==> src/design/countdown_stopwatch_alarm_timer_unit_defines.svh <==
// Assertion macros shared by the countdown, stopwatch and alarm timer modules.
`ifndef COUNTDOWN_STOPWATCH_ALARM_TIMER_UNIT_DEFINES_SVH
`define COUNTDOWN_STOPWATCH_ALARM_TIMER_UNIT_DEFINES_SVH

// Checks a property at every clock edge outside reset.
`define CDSAT_ASSERT(label, prop, msg) \
  label: assert property (@(posedge clk) disable iff (!rst_n) (prop)) else $error(msg);

// Checks that a condition in one cycle leads to another in the next cycle.
`define CDSAT_ASSERT_NEXT(label, ante, cons, msg) \
  label: assert property (@(posedge clk) disable iff (!rst_n) (ante) |=> (cons)) \
    else $error(msg);

`endif

==> src/design/cdsat_pkg.sv <==
// Package with the types and constants of the countdown, stopwatch and alarm timer.
`default_nettype none

package cdsat_pkg;

  // Field widths of the channels, the configuration port and internal counters.
  localparam int OP_W      = 3;
  localparam int SET_H_W   = 4;
  localparam int SET_MS_W  = 7;
  localparam int HRS_W     = 4;
  localparam int MINSEC_W  = 6;
  localparam int MSEC_W    = 10;
  localparam int EV_W      = 8;
  localparam int HOLD_W    = 16;
  localparam int AGE_W     = 17;
  localparam int MINUTE_W  = 7;
  localparam int CFG_IDX_W = 1;
  localparam int CFG_DAT_W = 16;

  // Configuration register indexes.
  localparam logic [CFG_IDX_W-1:0] CFG_SOUND_ENABLE = 1'b0;
  localparam logic [CFG_IDX_W-1:0] CFG_ALARM_HOLD   = 1'b1;

  // Counter limits.
  localparam logic [MSEC_W-1:0]   MS_LAST       = 10'd999;
  localparam logic [MINSEC_W-1:0] SM_LAST       = 6'd59;
  localparam logic [HRS_W-1:0]    SW_HOUR_LAST  = 4'd11;
  localparam logic [SET_H_W-1:0]  TMR_HOUR_MAX  = 4'd12;
  localparam logic [SET_MS_W-1:0] SET_FIELD_MAX = 7'd59;
  localparam logic [MINUTE_W-1:0] NO_MINUTE     = 7'd127;
  localparam logic [AGE_W-1:0]    AGE_MAX       = 17'h1FFFF;
  localparam logic [HOLD_W-1:0]   HOLD_RESET    = 16'd10000;

  // Bit positions in the event mask.
  localparam int EV_TMR_START = 0;
  localparam int EV_TMR_STOP  = 1;
  localparam int EV_TMR_FIN   = 2;
  localparam int EV_SW_START  = 3;
  localparam int EV_SW_PAUSE  = 4;
  localparam int EV_SW_RESET  = 5;
  localparam int EV_SW_MINUTE = 6;
  localparam int EV_ALARM     = 7;

  typedef enum logic [OP_W-1:0] {
    OP_TICK        = 3'd0,
    OP_TMR_START   = 3'd1,
    OP_TMR_STOP    = 3'd2,
    OP_SW_START    = 3'd3,
    OP_SW_PAUSE    = 3'd4,
    OP_SW_RESET    = 3'd5,
    OP_ALARM_START = 3'd6,
    OP_NOP         = 3'd7
  } op_t;

  // One item as handed to the units, with the strobe that applies it.
  typedef struct packed {
    logic                fire;
    op_t                 op;
    logic [SET_H_W-1:0]  set_hours;
    logic [SET_MS_W-1:0] set_minutes;
    logic [SET_MS_W-1:0] set_seconds;
  } cmd_t;

  typedef struct packed {
    logic                running;
    logic [HRS_W-1:0]    hours;
    logic [MINSEC_W-1:0] minutes;
    logic [MINSEC_W-1:0] seconds;
    logic                ev_started;
    logic                ev_stopped;
    logic                ev_finished;
  } tmr_stat_t;

  typedef struct packed {
    logic                running;
    logic [HRS_W-1:0]    hours;
    logic [MINSEC_W-1:0] minutes;
    logic [MINSEC_W-1:0] seconds;
    logic                ev_started;
    logic                ev_paused;
    logic                ev_reset;
    logic                ev_minute;
  } sw_stat_t;

  typedef struct packed {
    logic showing;
    logic ev_alarm;
  } alm_stat_t;

  // Contents of the result register.
  typedef struct packed {
    logic [EV_W-1:0]     event_mask;
    logic                timer_running;
    logic [HRS_W-1:0]    timer_hours;
    logic [MINSEC_W-1:0] timer_minutes;
    logic [MINSEC_W-1:0] timer_seconds;
    logic                stopwatch_running;
    logic [HRS_W-1:0]    stopwatch_hours;
    logic [MINSEC_W-1:0] stopwatch_minutes;
    logic [MINSEC_W-1:0] stopwatch_seconds;
    logic                alarm_showing;
  } res_t;

endpackage

`default_nettype wire

==> src/design/cdsat_if.sv <==
// Channel interfaces for the input items and the result items.
`default_nettype none

interface cdsat_in_if;
  import cdsat_pkg::*;

  logic                valid;
  logic                ready;
  logic [OP_W-1:0]     operation;
  logic [SET_H_W-1:0]  set_hours;
  logic [SET_MS_W-1:0] set_minutes;
  logic [SET_MS_W-1:0] set_seconds;

  modport source (output valid, output operation, output set_hours,
                  output set_minutes, output set_seconds, input ready);
  modport sink (input valid, input operation, input set_hours,
                input set_minutes, input set_seconds, output ready);
endinterface

interface cdsat_out_if;
  import cdsat_pkg::*;

  logic                valid;
  logic                ready;
  logic [EV_W-1:0]     event_mask;
  logic                timer_running;
  logic [HRS_W-1:0]    timer_hours;
  logic [MINSEC_W-1:0] timer_minutes;
  logic [MINSEC_W-1:0] timer_seconds;
  logic                stopwatch_running;
  logic [HRS_W-1:0]    stopwatch_hours;
  logic [MINSEC_W-1:0] stopwatch_minutes;
  logic [MINSEC_W-1:0] stopwatch_seconds;
  logic                alarm_showing;

  modport source (output valid, output event_mask, output timer_running,
                  output timer_hours, output timer_minutes, output timer_seconds,
                  output stopwatch_running, output stopwatch_hours,
                  output stopwatch_minutes, output stopwatch_seconds,
                  output alarm_showing, input ready);
  modport sink (input valid, input event_mask, input timer_running,
                input timer_hours, input timer_minutes, input timer_seconds,
                input stopwatch_running, input stopwatch_hours,
                input stopwatch_minutes, input stopwatch_seconds,
                input alarm_showing, output ready);
endinterface

`default_nettype wire

==> src/design/cdsat_countdown.sv <==
// Countdown timer kept as hours, minutes, seconds and milliseconds counters.
`default_nettype none
`include "countdown_stopwatch_alarm_timer_unit_defines.svh"

module cdsat_countdown (
  input  logic                  clk,
  input  logic                  rst_n,
  input  cdsat_pkg::cmd_t       cmd,
  output cdsat_pkg::tmr_stat_t  stat
);
  import cdsat_pkg::*;

  logic [HRS_W-1:0]    tmr_h_r,  tmr_h_nxt;
  logic [MINSEC_W-1:0] tmr_m_r,  tmr_m_nxt;
  logic [MINSEC_W-1:0] tmr_s_r,  tmr_s_nxt;
  logic [MSEC_W-1:0]   tmr_ms_r, tmr_ms_nxt;
  logic                tmr_on_r, tmr_on_nxt;
  logic                fin_sent_r, fin_sent_nxt;

  logic [SET_H_W-1:0]  ld_h;
  logic [SET_MS_W-1:0] ld_m;
  logic [SET_MS_W-1:0] ld_s;
  logic [7:0]          s_split;
  logic [7:0]          m_sum;
  logic [7:0]          m_split;
  logic [HRS_W-1:0]    norm_h;
  logic                tmr_zero;
  logic                ev_start, ev_stop, ev_fin;

  // Splits a value below 180 into a carry of whole sixties and a remainder.
  function automatic logic [7:0] split60(input logic [7:0] v);
    logic [7:0] rem;
    logic [1:0] carry;
    if (v >= 8'd120) begin
      carry = 2'd2;
      rem   = v - 8'd120;
    end else if (v >= 8'd60) begin
      carry = 2'd1;
      rem   = v - 8'd60;
    end else begin
      carry = 2'd0;
      rem   = v;
    end
    return {carry, rem[5:0]};
  endfunction

  // Clamp hours to 12 (minutes, then seconds, to 59 at 12), then bring loose minutes and seconds into range.
  always_comb begin
    ld_h = (cmd.set_hours > TMR_HOUR_MAX) ? TMR_HOUR_MAX : cmd.set_hours;
    ld_m = cmd.set_minutes;
    ld_s = cmd.set_seconds;
    if (ld_h == TMR_HOUR_MAX && ld_m > SET_FIELD_MAX) begin
      ld_m = SET_FIELD_MAX;
    end
    if (ld_h == TMR_HOUR_MAX && ld_m == SET_FIELD_MAX && ld_s > SET_FIELD_MAX) begin
      ld_s = SET_FIELD_MAX;
    end
    s_split = split60({1'b0, ld_s});
    m_sum   = {1'b0, ld_m} + {6'd0, s_split[7:6]};
    m_split = split60(m_sum);
    norm_h  = ld_h + {2'd0, m_split[7:6]};
  end

  assign tmr_zero = (tmr_h_r == '0) && (tmr_m_r == '0) && (tmr_s_r == '0) &&
                    (tmr_ms_r == '0);

  // Next state of the countdown for the item being applied.
  always_comb begin
    tmr_h_nxt    = tmr_h_r;
    tmr_m_nxt    = tmr_m_r;
    tmr_s_nxt    = tmr_s_r;
    tmr_ms_nxt   = tmr_ms_r;
    tmr_on_nxt   = tmr_on_r;
    fin_sent_nxt = fin_sent_r;
    ev_start     = 1'b0;
    ev_stop      = 1'b0;
    ev_fin       = 1'b0;
    if (cmd.fire) begin
      case (cmd.op)
        OP_TICK: begin
          // Count down with borrow, holding at zero.
          if (tmr_on_r && !tmr_zero) begin
            if (tmr_ms_r != '0) begin
              tmr_ms_nxt = tmr_ms_r - 1'b1;
            end else begin
              tmr_ms_nxt = MS_LAST;
              if (tmr_s_r != '0) begin
                tmr_s_nxt = tmr_s_r - 1'b1;
              end else begin
                tmr_s_nxt = SM_LAST;
                if (tmr_m_r != '0) begin
                  tmr_m_nxt = tmr_m_r - 1'b1;
                end else begin
                  tmr_m_nxt = SM_LAST;
                  tmr_h_nxt = tmr_h_r - 1'b1;
                end
              end
            end
          end
          // Finished once less than one second remains.
          if (tmr_on_r && !fin_sent_r && tmr_h_nxt == '0 && tmr_m_nxt == '0 &&
              tmr_s_nxt == '0) begin
            fin_sent_nxt = 1'b1;
            ev_fin       = 1'b1;
          end
        end
        OP_TMR_START: begin
          tmr_h_nxt    = norm_h;
          tmr_m_nxt    = m_split[5:0];
          tmr_s_nxt    = s_split[5:0];
          tmr_ms_nxt   = '0;
          tmr_on_nxt   = 1'b1;
          fin_sent_nxt = 1'b0;
          ev_start     = 1'b1;
        end
        OP_TMR_STOP: begin
          tmr_on_nxt = 1'b0;
          ev_stop    = 1'b1;
        end
        default: begin
        end
      endcase
    end
  end

  // State registers.
  always_ff @(posedge clk) begin
    if (!rst_n) begin
      tmr_h_r    <= '0;
      tmr_m_r    <= '0;
      tmr_s_r    <= '0;
      tmr_ms_r   <= '0;
      tmr_on_r   <= 1'b0;
      fin_sent_r <= 1'b0;
    end else begin
      tmr_h_r    <= tmr_h_nxt;
      tmr_m_r    <= tmr_m_nxt;
      tmr_s_r    <= tmr_s_nxt;
      tmr_ms_r   <= tmr_ms_nxt;
      tmr_on_r   <= tmr_on_nxt;
      fin_sent_r <= fin_sent_nxt;
    end
  end

  // Status after the item, for the result register.
  always_comb begin
    stat.running     = tmr_on_nxt;
    stat.hours       = tmr_h_nxt;
    stat.minutes     = tmr_m_nxt;
    stat.seconds     = tmr_s_nxt;
    stat.ev_started  = ev_start;
    stat.ev_stopped  = ev_stop;
    stat.ev_finished = ev_fin;
  end

  `CDSAT_ASSERT(a_tmr_digits, tmr_m_r <= SM_LAST && tmr_s_r <= SM_LAST && tmr_ms_r <= MS_LAST, "countdown digit out of range")

endmodule

`default_nettype wire

==> src/design/cdsat_stopwatch.sv <==
// Stopwatch counting up to 11:59:59.999 with a minute event.
`default_nettype none
`include "countdown_stopwatch_alarm_timer_unit_defines.svh"

module cdsat_stopwatch (
  input  logic                 clk,
  input  logic                 rst_n,
  input  cdsat_pkg::cmd_t      cmd,
  output cdsat_pkg::sw_stat_t  stat
);
  import cdsat_pkg::*;

  logic [HRS_W-1:0]    sw_h_r,  sw_h_nxt;
  logic [MINSEC_W-1:0] sw_m_r,  sw_m_nxt;
  logic [MINSEC_W-1:0] sw_s_r,  sw_s_nxt;
  logic [MSEC_W-1:0]   sw_ms_r, sw_ms_nxt;
  logic                sw_on_r, sw_on_nxt;
  logic [MINUTE_W-1:0] last_min_r, last_min_nxt;

  logic at_cap;
  logic ev_start, ev_pause, ev_reset, ev_minute;

  assign at_cap = (sw_h_r == SW_HOUR_LAST) && (sw_m_r == SM_LAST) &&
                  (sw_s_r == SM_LAST) && (sw_ms_r == MS_LAST);

  // Next state of the stopwatch for the item being applied.
  always_comb begin
    sw_h_nxt     = sw_h_r;
    sw_m_nxt     = sw_m_r;
    sw_s_nxt     = sw_s_r;
    sw_ms_nxt    = sw_ms_r;
    sw_on_nxt    = sw_on_r;
    last_min_nxt = last_min_r;
    ev_start     = 1'b0;
    ev_pause     = 1'b0;
    ev_reset     = 1'b0;
    ev_minute    = 1'b0;
    if (cmd.fire) begin
      case (cmd.op)
        OP_TICK: begin
          // Count up with carry, holding at the cap.
          if (sw_on_r && !at_cap) begin
            if (sw_ms_r != MS_LAST) begin
              sw_ms_nxt = sw_ms_r + 1'b1;
            end else begin
              sw_ms_nxt = '0;
              if (sw_s_r != SM_LAST) begin
                sw_s_nxt = sw_s_r + 1'b1;
              end else begin
                sw_s_nxt = '0;
                if (sw_m_r != SM_LAST) begin
                  sw_m_nxt = sw_m_r + 1'b1;
                end else begin
                  sw_m_nxt = '0;
                  sw_h_nxt = sw_h_r + 1'b1;
                end
              end
            end
          end
          // A change of minute raises the event unless none was seen yet.
          if (sw_on_r && {1'b0, sw_m_nxt} != last_min_r) begin
            ev_minute    = (last_min_r != NO_MINUTE);
            last_min_nxt = {1'b0, sw_m_nxt};
          end
        end
        OP_SW_START: begin
          if (!sw_on_r) begin
            sw_on_nxt    = 1'b1;
            last_min_nxt = NO_MINUTE;
            ev_start     = 1'b1;
          end
        end
        OP_SW_PAUSE: begin
          if (sw_on_r) begin
            sw_on_nxt = 1'b0;
            ev_pause  = 1'b1;
          end
        end
        OP_SW_RESET: begin
          sw_h_nxt     = '0;
          sw_m_nxt     = '0;
          sw_s_nxt     = '0;
          sw_ms_nxt    = '0;
          last_min_nxt = NO_MINUTE;
          ev_reset     = 1'b1;
        end
        default: begin
        end
      endcase
    end
  end

  // State registers.
  always_ff @(posedge clk) begin
    if (!rst_n) begin
      sw_h_r     <= '0;
      sw_m_r     <= '0;
      sw_s_r     <= '0;
      sw_ms_r    <= '0;
      sw_on_r    <= 1'b0;
      last_min_r <= NO_MINUTE;
    end else begin
      sw_h_r     <= sw_h_nxt;
      sw_m_r     <= sw_m_nxt;
      sw_s_r     <= sw_s_nxt;
      sw_ms_r    <= sw_ms_nxt;
      sw_on_r    <= sw_on_nxt;
      last_min_r <= last_min_nxt;
    end
  end

  // Status after the item, for the result register.
  always_comb begin
    stat.running    = sw_on_nxt;
    stat.hours      = sw_h_nxt;
    stat.minutes    = sw_m_nxt;
    stat.seconds    = sw_s_nxt;
    stat.ev_started = ev_start;
    stat.ev_paused  = ev_pause;
    stat.ev_reset   = ev_reset;
    stat.ev_minute  = ev_minute;
  end

  `CDSAT_ASSERT(a_sw_cap, sw_h_r <= SW_HOUR_LAST && sw_m_r <= SM_LAST && sw_s_r <= SM_LAST && sw_ms_r <= MS_LAST, "stopwatch beyond its cap")

endmodule

`default_nettype wire

==> src/design/cdsat_alarm.sv <==
// Alarm with an age counter that dismisses it after the hold time.
`default_nettype none
`include "countdown_stopwatch_alarm_timer_unit_defines.svh"

module cdsat_alarm (
  input  logic                            clk,
  input  logic                            rst_n,
  input  cdsat_pkg::cmd_t                 cmd,
  input  logic [cdsat_pkg::HOLD_W-1:0]    hold_ms,
  output cdsat_pkg::alm_stat_t            stat
);
  import cdsat_pkg::*;

  logic [AGE_W-1:0] alm_age_r, alm_age_nxt;
  logic             alm_on_r,  alm_on_nxt;
  logic             ev_alarm;

  // Next state of the alarm for the item being applied.
  always_comb begin
    alm_age_nxt = alm_age_r;
    alm_on_nxt  = alm_on_r;
    ev_alarm    = 1'b0;
    if (cmd.fire) begin
      case (cmd.op)
        OP_TICK: begin
          if (alm_on_r && alm_age_r != AGE_MAX) begin
            alm_age_nxt = alm_age_r + 1'b1;
          end
          if (alm_on_r && alm_age_nxt > {1'b0, hold_ms}) begin
            alm_on_nxt = 1'b0;
          end
        end
        OP_ALARM_START: begin
          alm_age_nxt = '0;
          alm_on_nxt  = 1'b1;
          ev_alarm    = 1'b1;
        end
        default: begin
        end
      endcase
    end
  end

  // State registers.
  always_ff @(posedge clk) begin
    if (!rst_n) begin
      alm_age_r <= '0;
      alm_on_r  <= 1'b0;
    end else begin
      alm_age_r <= alm_age_nxt;
      alm_on_r  <= alm_on_nxt;
    end
  end

  always_comb begin
    stat.showing  = alm_on_nxt;
    stat.ev_alarm = ev_alarm;
  end

  `CDSAT_ASSERT_NEXT(a_alm_start, cmd.fire && cmd.op == OP_ALARM_START, alm_on_r, "alarm not showing after start")

endmodule

`default_nettype wire

==> src/design/countdown_stopwatch_alarm_timer_unit.sv <==
// Top level: input register, timer units, configuration and result register.
// An accepted item waits in the input register until the result register is
// free, then its result is loaded there and offered. Throughput: one item per
// cycle while results are taken; while a result waits, one more item is held.
// Reset (rst_n low, synchronous) clears all counters and flags, turns sound on,
// sets the alarm hold to 10000 ms and leaves both channels empty.
`default_nettype none

module countdown_stopwatch_alarm_timer_unit (
  input  logic                              clk,
  input  logic                              rst_n,
  cdsat_in_if.sink                          in_ch,
  cdsat_out_if.source                       out_ch,
  input  logic                              cfg_we,
  input  logic [cdsat_pkg::CFG_IDX_W-1:0]   cfg_index,
  input  logic [cdsat_pkg::CFG_DAT_W-1:0]   cfg_data
);
  import cdsat_pkg::*;

  logic                s1_valid_r, s1_valid_nxt;
  logic [OP_W-1:0]     s1_op_r;
  logic [SET_H_W-1:0]  s1_h_r;
  logic [SET_MS_W-1:0] s1_m_r;
  logic [SET_MS_W-1:0] s1_s_r;
  logic                out_valid_r, out_valid_nxt;
  res_t                out_res_r, out_res_nxt;
  logic                sound_en_r, sound_en_nxt;
  logic [HOLD_W-1:0]   hold_r, hold_nxt;

  logic      in_take;
  logic      fire;
  cmd_t      cmd;
  tmr_stat_t tmr_stat;
  sw_stat_t  sw_stat;
  alm_stat_t alm_stat;
  logic [EV_W-2:0] ev_sound;

  // Handshake: the held item is applied when the result register is free.
  assign fire         = s1_valid_r && (!out_valid_r || out_ch.ready);
  assign in_ch.ready  = !s1_valid_r || fire;
  assign in_take      = in_ch.valid && in_ch.ready;
  assign s1_valid_nxt = in_take ? 1'b1 : (fire ? 1'b0 : s1_valid_r);
  assign out_valid_nxt = fire ? 1'b1 : (out_ch.ready ? 1'b0 : out_valid_r);

  always_comb begin
    cmd.fire        = fire;
    cmd.op          = op_t'(s1_op_r);
    cmd.set_hours   = s1_h_r;
    cmd.set_minutes = s1_m_r;
    cmd.set_seconds = s1_s_r;
  end

  cdsat_countdown u_countdown (
    .clk   (clk),
    .rst_n (rst_n),
    .cmd   (cmd),
    .stat  (tmr_stat)
  );

  cdsat_stopwatch u_stopwatch (
    .clk   (clk),
    .rst_n (rst_n),
    .cmd   (cmd),
    .stat  (sw_stat)
  );

  cdsat_alarm u_alarm (
    .clk     (clk),
    .rst_n   (rst_n),
    .cmd     (cmd),
    .hold_ms (hold_r),
    .stat    (alm_stat)
  );

  // Configuration writes.
  always_comb begin
    sound_en_nxt = sound_en_r;
    hold_nxt     = hold_r;
    if (cfg_we) begin
      case (cfg_index)
        CFG_SOUND_ENABLE: sound_en_nxt = cfg_data[0];
        CFG_ALARM_HOLD:   hold_nxt     = cfg_data[HOLD_W-1:0];
        default: begin
        end
      endcase
    end
  end

  // Assemble the result; timer and stopwatch events drop while sound is off.
  always_comb begin
    ev_sound = '0;
    ev_sound[EV_TMR_START] = tmr_stat.ev_started;
    ev_sound[EV_TMR_STOP]  = tmr_stat.ev_stopped;
    ev_sound[EV_TMR_FIN]   = tmr_stat.ev_finished;
    ev_sound[EV_SW_START]  = sw_stat.ev_started;
    ev_sound[EV_SW_PAUSE]  = sw_stat.ev_paused;
    ev_sound[EV_SW_RESET]  = sw_stat.ev_reset;
    ev_sound[EV_SW_MINUTE] = sw_stat.ev_minute;
    out_res_nxt = out_res_r;
    if (fire) begin
      out_res_nxt.event_mask        = {alm_stat.ev_alarm,
                                       ev_sound & {(EV_W-1){sound_en_r}}};
      out_res_nxt.timer_running     = tmr_stat.running;
      out_res_nxt.timer_hours       = tmr_stat.hours;
      out_res_nxt.timer_minutes     = tmr_stat.minutes;
      out_res_nxt.timer_seconds     = tmr_stat.seconds;
      out_res_nxt.stopwatch_running = sw_stat.running;
      out_res_nxt.stopwatch_hours   = sw_stat.hours;
      out_res_nxt.stopwatch_minutes = sw_stat.minutes;
      out_res_nxt.stopwatch_seconds = sw_stat.seconds;
      out_res_nxt.alarm_showing     = alm_stat.showing;
    end
  end

  // Control and configuration registers.
  always_ff @(posedge clk) begin
    if (!rst_n) begin
      s1_valid_r  <= 1'b0;
      out_valid_r <= 1'b0;
      sound_en_r  <= 1'b1;
      hold_r      <= HOLD_RESET;
    end else begin
      s1_valid_r  <= s1_valid_nxt;
      out_valid_r <= out_valid_nxt;
      sound_en_r  <= sound_en_nxt;
      hold_r      <= hold_nxt;
    end
  end

  // Payload registers.
  always_ff @(posedge clk) begin
    if (in_take) begin
      s1_op_r <= in_ch.operation;
      s1_h_r  <= in_ch.set_hours;
      s1_m_r  <= in_ch.set_minutes;
      s1_s_r  <= in_ch.set_seconds;
    end
    out_res_r <= out_res_nxt;
  end

  // Result channel.
  assign out_ch.valid             = out_valid_r;
  assign out_ch.event_mask        = out_res_r.event_mask;
  assign out_ch.timer_running     = out_res_r.timer_running;
  assign out_ch.timer_hours       = out_res_r.timer_hours;
  assign out_ch.timer_minutes     = out_res_r.timer_minutes;
  assign out_ch.timer_seconds     = out_res_r.timer_seconds;
  assign out_ch.stopwatch_running = out_res_r.stopwatch_running;
  assign out_ch.stopwatch_hours   = out_res_r.stopwatch_hours;
  assign out_ch.stopwatch_minutes = out_res_r.stopwatch_minutes;
  assign out_ch.stopwatch_seconds = out_res_r.stopwatch_seconds;
  assign out_ch.alarm_showing     = out_res_r.alarm_showing;

endmodule

`default_nettype wire
==> src/flat_wrapper.sv <==
// flat-port wrapper written by rule: the top's interface ports become plain ports
module countdown_stopwatch_alarm_timer_unit_flat import cdsat_pkg::*;
  (clk, rst_n, cfg_we, cfg_index, cfg_data, in_ch_valid, in_ch_operation, in_ch_set_hours, in_ch_set_minutes, in_ch_set_seconds, in_ch_ready, out_ch_valid, out_ch_event_mask, out_ch_timer_running, out_ch_timer_hours, out_ch_timer_minutes, out_ch_timer_seconds, out_ch_stopwatch_running, out_ch_stopwatch_hours, out_ch_stopwatch_minutes, out_ch_stopwatch_seconds, out_ch_alarm_showing, out_ch_ready);
  cdsat_in_if in_ch_i ();
  cdsat_out_if out_ch_i ();
  input  logic clk;
  input  logic rst_n;
  input  logic cfg_we;
  input  logic [cdsat_pkg::CFG_IDX_W-1:0] cfg_index;
  input  logic [cdsat_pkg::CFG_DAT_W-1:0] cfg_data;
  input wire logic [$bits(in_ch_i.valid)-1:0] in_ch_valid;
  input wire logic [$bits(in_ch_i.operation)-1:0] in_ch_operation;
  input wire logic [$bits(in_ch_i.set_hours)-1:0] in_ch_set_hours;
  input wire logic [$bits(in_ch_i.set_minutes)-1:0] in_ch_set_minutes;
  input wire logic [$bits(in_ch_i.set_seconds)-1:0] in_ch_set_seconds;
  output wire logic [$bits(in_ch_i.ready)-1:0] in_ch_ready;
  output wire logic [$bits(out_ch_i.valid)-1:0] out_ch_valid;
  output wire logic [$bits(out_ch_i.event_mask)-1:0] out_ch_event_mask;
  output wire logic [$bits(out_ch_i.timer_running)-1:0] out_ch_timer_running;
  output wire logic [$bits(out_ch_i.timer_hours)-1:0] out_ch_timer_hours;
  output wire logic [$bits(out_ch_i.timer_minutes)-1:0] out_ch_timer_minutes;
  output wire logic [$bits(out_ch_i.timer_seconds)-1:0] out_ch_timer_seconds;
  output wire logic [$bits(out_ch_i.stopwatch_running)-1:0] out_ch_stopwatch_running;
  output wire logic [$bits(out_ch_i.stopwatch_hours)-1:0] out_ch_stopwatch_hours;
  output wire logic [$bits(out_ch_i.stopwatch_minutes)-1:0] out_ch_stopwatch_minutes;
  output wire logic [$bits(out_ch_i.stopwatch_seconds)-1:0] out_ch_stopwatch_seconds;
  output wire logic [$bits(out_ch_i.alarm_showing)-1:0] out_ch_alarm_showing;
  input wire logic [$bits(out_ch_i.ready)-1:0] out_ch_ready;
  assign in_ch_i.valid = in_ch_valid;
  assign in_ch_i.operation = in_ch_operation;
  assign in_ch_i.set_hours = in_ch_set_hours;
  assign in_ch_i.set_minutes = in_ch_set_minutes;
  assign in_ch_i.set_seconds = in_ch_set_seconds;
  assign in_ch_ready = in_ch_i.ready;
  assign out_ch_valid = out_ch_i.valid;
  assign out_ch_event_mask = out_ch_i.event_mask;
  assign out_ch_timer_running = out_ch_i.timer_running;
  assign out_ch_timer_hours = out_ch_i.timer_hours;
  assign out_ch_timer_minutes = out_ch_i.timer_minutes;
  assign out_ch_timer_seconds = out_ch_i.timer_seconds;
  assign out_ch_stopwatch_running = out_ch_i.stopwatch_running;
  assign out_ch_stopwatch_hours = out_ch_i.stopwatch_hours;
  assign out_ch_stopwatch_minutes = out_ch_i.stopwatch_minutes;
  assign out_ch_stopwatch_seconds = out_ch_i.stopwatch_seconds;
  assign out_ch_alarm_showing = out_ch_i.alarm_showing;
  assign out_ch_i.ready = out_ch_ready;
  countdown_stopwatch_alarm_timer_unit u_core (.clk(clk), .rst_n(rst_n), .in_ch(in_ch_i), .out_ch(out_ch_i), .cfg_we(cfg_we), .cfg_index(cfg_index), .cfg_data(cfg_data));
endmodule
==> config.mk <==
export PLATFORM = sky130hd
export DESIGN_NAME = countdown_stopwatch_alarm_timer_unit_flat
export DESIGN_NICKNAME = d
export VERILOG_FILES = /design/src/design/cdsat_pkg.sv /design/src/design/cdsat_if.sv /design/src/design/cdsat_countdown.sv /design/src/design/cdsat_stopwatch.sv /design/src/design/cdsat_alarm.sv /design/src/design/countdown_stopwatch_alarm_timer_unit.sv /design/src/flat_wrapper.sv
export VERILOG_INCLUDE_DIRS = /design/src /design/src/design
export SDC_FILE = /design/constraint.sdc
export NUM_CORES = 1
export LEC_CHECK = 0
export ABC_CLOCK_PERIOD_IN_PS = 7100
export BUFFER_PORTS_ARGS = -buffer_cell sky130_fd_sc_hd__buf_4
export CAP_MARGIN = 20
export CORE_AREA = 2 2 194 196
export CTS_CLUSTER_DIAMETER = 150
export DETAILED_ROUTE_END_ITERATION = 8
export DIE_AREA = 0 0 196 198
export PLACE_DENSITY_LB_ADDON = 0.12
export SYNTH_ARGS = -nofsm -noshare
export SYNTH_HDL_FRONTEND = slang
export SYNTH_SLANG_ARGS = --single-unit
==> constraint.sdc <==
create_clock -name clk -period 7.1 [get_ports clk]
set_input_delay 1.42 -clock clk [delete_from_list [all_inputs] [get_ports clk]]
set_output_delay 1.42 -clock clk [all_outputs]
set_load 0.01 [all_outputs]
* Yosys cells after proc, flatten, opt, wreduce, memory -nomap -nowiden *
Cells that the tools add are included.

word-level totals
  register bits = 163
  bits in latches = 0
  memory bits (writable) = 0
  bits in read-only memories = 0
  input port bits = 43
  memories kept = 0

operators by class
  add/sub/neg operators = 15
  multiply operators = 0
  divide/modulo/power cells = 0
  $lt $le $gt $ge = 8
  equality and inequality tests = 23
  shifts and indexed selects = 0
  mux-type cells = 98
  bitwise logic cells = 2
  reduce and logical (&&, ||, !) cells = 51

operators with widths
  cell                     number
  $mux W6                  28
  $mux W4                  13
  $mux W17                 3
  $pmux W6 S2              4
  $mux W10                 4
  $pmux W10 S2             2
  $pmux W17 S2             1
  $mux W1                  30
  $mux W7                  4
  $logic_not A6 Y1         4
  $sub A6 B6 Y6 const B    4
  $pmux W7 S3              1
  $logic_and A1 B1 Y1      20
  $add A17 B1 Y17 const B  1
  $gt A17 B16 Y1           1
  $ne A17 B17 Y1 const B   1
  $pmux W4 S2              2
  $gt A7 B6 Y1 const B     2
  $add A6 B1 Y6 const B    2
  $eq A6 B6 Y1 const B     2
  $ne A6 B6 Y1 const B     2
  $reduce_bool A6 Y1       2
  $sub A6 B1 Y6 const B    2
  $add A10 B1 Y10 const B  1
  36 further kinds         61

* Logic depth before layout (Yosys ltp) *
  word-level depth = 19
  depth in mapped cells = 33

* By module *
From an unflattened synthesis, not the netlist that was laid out.

unflattened totals
  cell total of the unflattened synthesis = 1036
  area total of the unflattened synthesis = 9562.9 um^2

modules (own cells, without submodules)
  module                                times used  cells each  area each (um^2)  seq. area each (um^2)
  cdsat_countdown                       1           398         2927.8            560.5
  countdown_stopwatch_alarm_timer_unit  1           159         2786.4            2302.2
  cdsat_stopwatch                       1           277         2180.8            680.7
  cdsat_alarm                           1           202         1667.8            360.3

* Least setup slack after synthesis *
No wires, ideal clock.

  path type = register to register
  from = reg u_core.s1_m_r[4]
  to = reg u_core.out_res_r, in the netlist u_core.out_ch.timer_hours[1] (data pin)
  data arrival time = 4.878 ns
  setup slack = 1.958 ns
  stages on the path, launching flop included = 27
  period minus slack after synthesis = 5.142 ns
  cell sequence = edfxtp_1 clkbuf_1 nand3_1 o21bai_1 and3_1 clkbuf_1 nor2_1 inv_1 ha_1 nand2_1 a311oi_1 a211oi_1 nor2_1 ha_1 inv_1 fa_1 nand2b_1 or3_1 a21oi_1 a21oi_1 nand2b_1 inv_1 ha_1 inv_1 fa_1 nor2_1 a221o_1

RTL lines
  element                   RTL line                                     source
  start: declaration        countdown_stopwatch_alarm_timer_unit.sv:23   logic [SET_MS_W-1:0] s1_m_r;
  start signal: assignment  countdown_stopwatch_alarm_timer_unit.sv:135  s1_m_r <= in_ch.set_minutes;
  end signal: assignment    countdown_stopwatch_alarm_timer_unit.sv:138  out_res_r <= out_res_nxt;
  end: declaration          countdown_stopwatch_alarm_timer_unit.sv:26   res_t out_res_r, out_res_nxt;

==> reports/qor.csv <==
metric,value,unit
die height,198,µm
insertion delay of the later-clocked pin in the worst-skew pair,0.44,ns
total clock buffers created by CTS,17,
Root Driver,clkbuf_16,
register bit total from synthesis,163,
"Reg clk slew, reported paths",0.07,ns
initial drt markers,481,
residual DRC count,0,
net count after synthesis,1099,
final core occ,29.44,%
cell count after synthesis,1017,
post-layout minimum cycle time,5.821,ns
count of flip-flops with a built-in enable after synthesis,64,
diode count,0,
cell area after synthesis,9077,µm²
area of the die,38810,µm²
worst setup margin,1.279,ns
antenna violations before repair,0,
via total after detailed routing,7624,
total global routing track utilization,13.98,%
"IR drop worst, VDD",169.0,µV
count of final max-slew check failures,0,
Worst Max-Slew Pin Slew,0.8814,ns
highest attainable clock frequency,171.8,MHz
via density per instance,4.831,
worst-case hold slack,0.4574,ns
weighted congestion at the end of routability-driven global placement,0.8248,
Min-Delay Path Class,reg2reg,
average instance area after synthesis,8.926,µm²
"Distinct cells, synth",79,
fill cell total of the finished layout,3925,
highest-delay cell along the critical path,nor2b_1,
kind of critical path,reg2reg,
ANT nets after route,0,
Sum Neg Setup Slack,0,ns
vias in the first global route,7505,
data arrival time of the critical path,6.15,ns
number of post-CTS setup repair buffers,0,
first-pass GRT wire length,42.09,mm
total number of placement rows,71,
Worst Path Required,7.43,ns
die boundary width,196,µm
Worst Clk Skew,0.008148,ns
Main synth FF type,dfxtp_1,
WP buf/inv,5,
average wire length per cell after detail routing,16.88,µm
status,"complete, no violations",
quantity of hold-fixing buffers added after cts,0,
total overflow reported by the global router,0,
most frequent cells in the layout,"109 x nand2_1, 99 x dfxtp_1, 97 x buf_4, 93 x nor2_1, 69 x a21oi_1",
pre-CTS worst setup slack,1.304,ns
area growth from synthesis to layout,19.83,%
Max Cap Violations,0,
Layout Cells excl Fill,1578,
RSZ-0062 raised after global routing,no,
detailed-router iteration count before antenna repair,5,
power density over the cells,206.1,nW/µm²
count of buffers from port buffering,87,
Ys Warns,0,
area of the multi-input gates,4800,µm²
clock tree from TritonCTS,done,
Lkg Pwr,4.130,nW
startpoint kind of the worst setup timing path,flip-flop,
CP peak stage delay,0.52,ns
storage element area,3904,µm²
layout cell share with drive strength beyond 1,14.86,%
Setup crit end kind,flip-flop,
maximum root-to-sink buffer count,2,
relative max-transition margin,40.49,%
"critical path fanouts, max",8,
most frequent standard cell in the layout excluding fill and tap cells,nand2_1,
Worst path most repeated cell,inv_1,
number of failing hold endpoints at the final stage,0,
Resize count post-CTS,0,
crit share post-route,81.99,%
I/O pins,88,
largest net degree at the start of global routing,45,
H-tree depth reported by CTS,4,
drt total wl,26.63,mm
HPWL reported at the end of detailed placement,18.95,mm
number of clock sinks,163,
count of endpoints failing setup in the final report,0,
placed cells,1545,
Total Nets Final,1173,
kind of cell with the highest combined delay on the critical path,simple AND/OR/NAND/NOR gates,
starting density of the core,24.56,%
area inside the core boundary,36960,µm²
fraction of registers with async set/reset,0,%
post-synthesis sequential area ratio,43.00,%
[Yosys cell counts (4+ instances only)]
master | number | area share [%]
nor2_1 | 93 | 3.8
nand3_1 | 32 | 1.8
nand2_1 | 109 | 4.5
mux2i_1 | 11 | 1.2
a31oi_1 | 14 | 0.96
clkbuf_1 | 33 | 1.4
buf_2 | 8 | 0.44
a21o_1 | 6 | 0.50
o21ai_0 | 59 | 3.3
and3_1 | 15 | 1.0
xnor2_1 | 22 | 2.1
nor3b_1 | 5 | 0.41
nand3b_1 | 6 | 0.50
o2111ai_1 | 4 | 0.39
a32oi_1 | 5 | 0.48
nor4_1 | 16 | 1.1
ha_1 | 37 | 5.1
a41oi_1 | 4 | 0.39
nor3_1 | 19 | 1.0
nor2b_1 | 15 | 1.0
or2_2 | 5 | 0.34
o31ai_1 | 11 | 0.91
a221oi_1 | 4 | 0.39
mux2_4 | 4 | 0.66
dfxtp_1 | 99 | 22
o211ai_1 | 10 | 0.83
a21oi_1 | 69 | 3.8
nand2b_1 | 16 | 1.1
and2_1 | 38 | 2.6
inv_1 | 51 | 2.1
a22oi_1 | 9 | 0.74
xor2_1 | 20 | 1.9
nand4_1 | 19 | 1.3
edfxtp_1 | 64 | 21
or3_1 | 6 | 0.41
a211oi_1 | 6 | 0.50
[through the flow]
stage                     power, W  instance area, µm²
after global routing      0.002342               10880
after detailed placement  0.001263               10220
after global placement    0.001266               10220
final                     0.002242               10880
after floorplan           0.001174                9077
after CTS                 0.002286               10850
[layout make-up]
type,instances,share of cell area [%]
Multi-Input combinational cell,758,44.12
Sequential cell,163,35.89
Timing Repair Buffer,98,6.947
Tap cell,474,5.452
Clock buffer,19,4.175
Inverter,53,1.829
Clock inverter,13,1.587
[worst min-delay path, stage by stage (launching register included)]
cell and delay [ns]:
dfxtp_1 0.31, nand2_1 0.05, a21oi_1 0.05
[worst paths after layout]
kind / start / endpoint / slack (ns) / cells past startpoint
worst max-delay path: u_core.s1_m_r[4]$_DFFE_PP_ / u_core.u_countdown.tmr_h_r[1]$_SDFF_PN0_ / 1.28 / 29
worst min-delay path: u_core.hold_r[3]$_SDFFE_PN0P_ / u_core.hold_r[3]$_SDFFE_PN0P_ / 0.46 / 2
worst max register to register: u_core.s1_m_r[4]$_DFFE_PP_ / u_core.u_countdown.tmr_h_r[1]$_SDFF_PN0_ / 1.28 / 29
worst min register to register: u_core.hold_r[3]$_SDFFE_PN0P_ / u_core.hold_r[3]$_SDFFE_PN0P_ / 0.46 / 2
[power breakdown]
| part | switching, W | internal, W | total [W] |
|---|---|---|---|
| logic | 0.000128 | 0.0000866 | 0.000215 |
| clock network | 0.000418 | 0.000582 | 0.00100 |
| registers | 0.0000252 | 0.00100 | 0.00103 |
| total | 0.000571 | 0.00167 | 0.00224 |
[metal layers]
| layer | wire (µm) | up-vias | GRT usage, % |
|---|---|---|---|
| met5 | 0 | - | 0 |
| met4 | 450 | 0 | 4.882 |
| met3 | 867 | 25 | 2.112 |
| met2 | 11890 | 146 | 21.89 |
| met1 | 13430 | 3598 | 19.57 |
| li1 | - | 3855 | - |
[sequential cells by signal, indices dropped and copies added (netlist names), 4 cells and up]
signal and count:
u_core.s1_h_r 4, u_core.out_ch.stopwatch_minutes 6, u_core.s1_m_r 7, u_core.out_ch.timer_minutes 6, u_core.u_stopwatch.sw_ms_r 10, u_core.s1_s_r 7
u_core.u_countdown.tmr_m_r 6, u_core.u_countdown.tmr_h_r 4, u_core.u_alarm.alm_age_r 17, u_core.out_ch.event_mask 8, u_core.u_stopwatch.sw_m_r 6, u_core.u_countdown.tmr_ms_r 10
u_core.out_ch.timer_hours 4, u_core.out_ch.stopwatch_hours 4, u_core.hold_r 16, u_core.u_stopwatch.sw_h_r 4, u_core.u_stopwatch.sw_s_r 6, u_core.out_ch.timer_seconds 6
u_core.out_ch.stopwatch_seconds 6, u_core.u_countdown.tmr_s_r 6, u_core.u_stopwatch.last_min_r 7
[cell families (layout without fill, tap and decap cells)]
logic type | Yosys count | after routing | share of synthesized area [%]
buffers and inverters | 96 | 183 | 4.121
adders and majority gates | 39 | 39 | 5.541
DFF | 163 | 163 | 43.00
muxes | 18 | 18 | 2.247
and+or+nand+nor | 416 | 416 | 23.68
AOI/OAI and AO/OA | 243 | 243 | 17.35
xor gates and xnor gates | 42 | 42 | 4.052
Note: power is estimated with default switching activity, not from simulation.
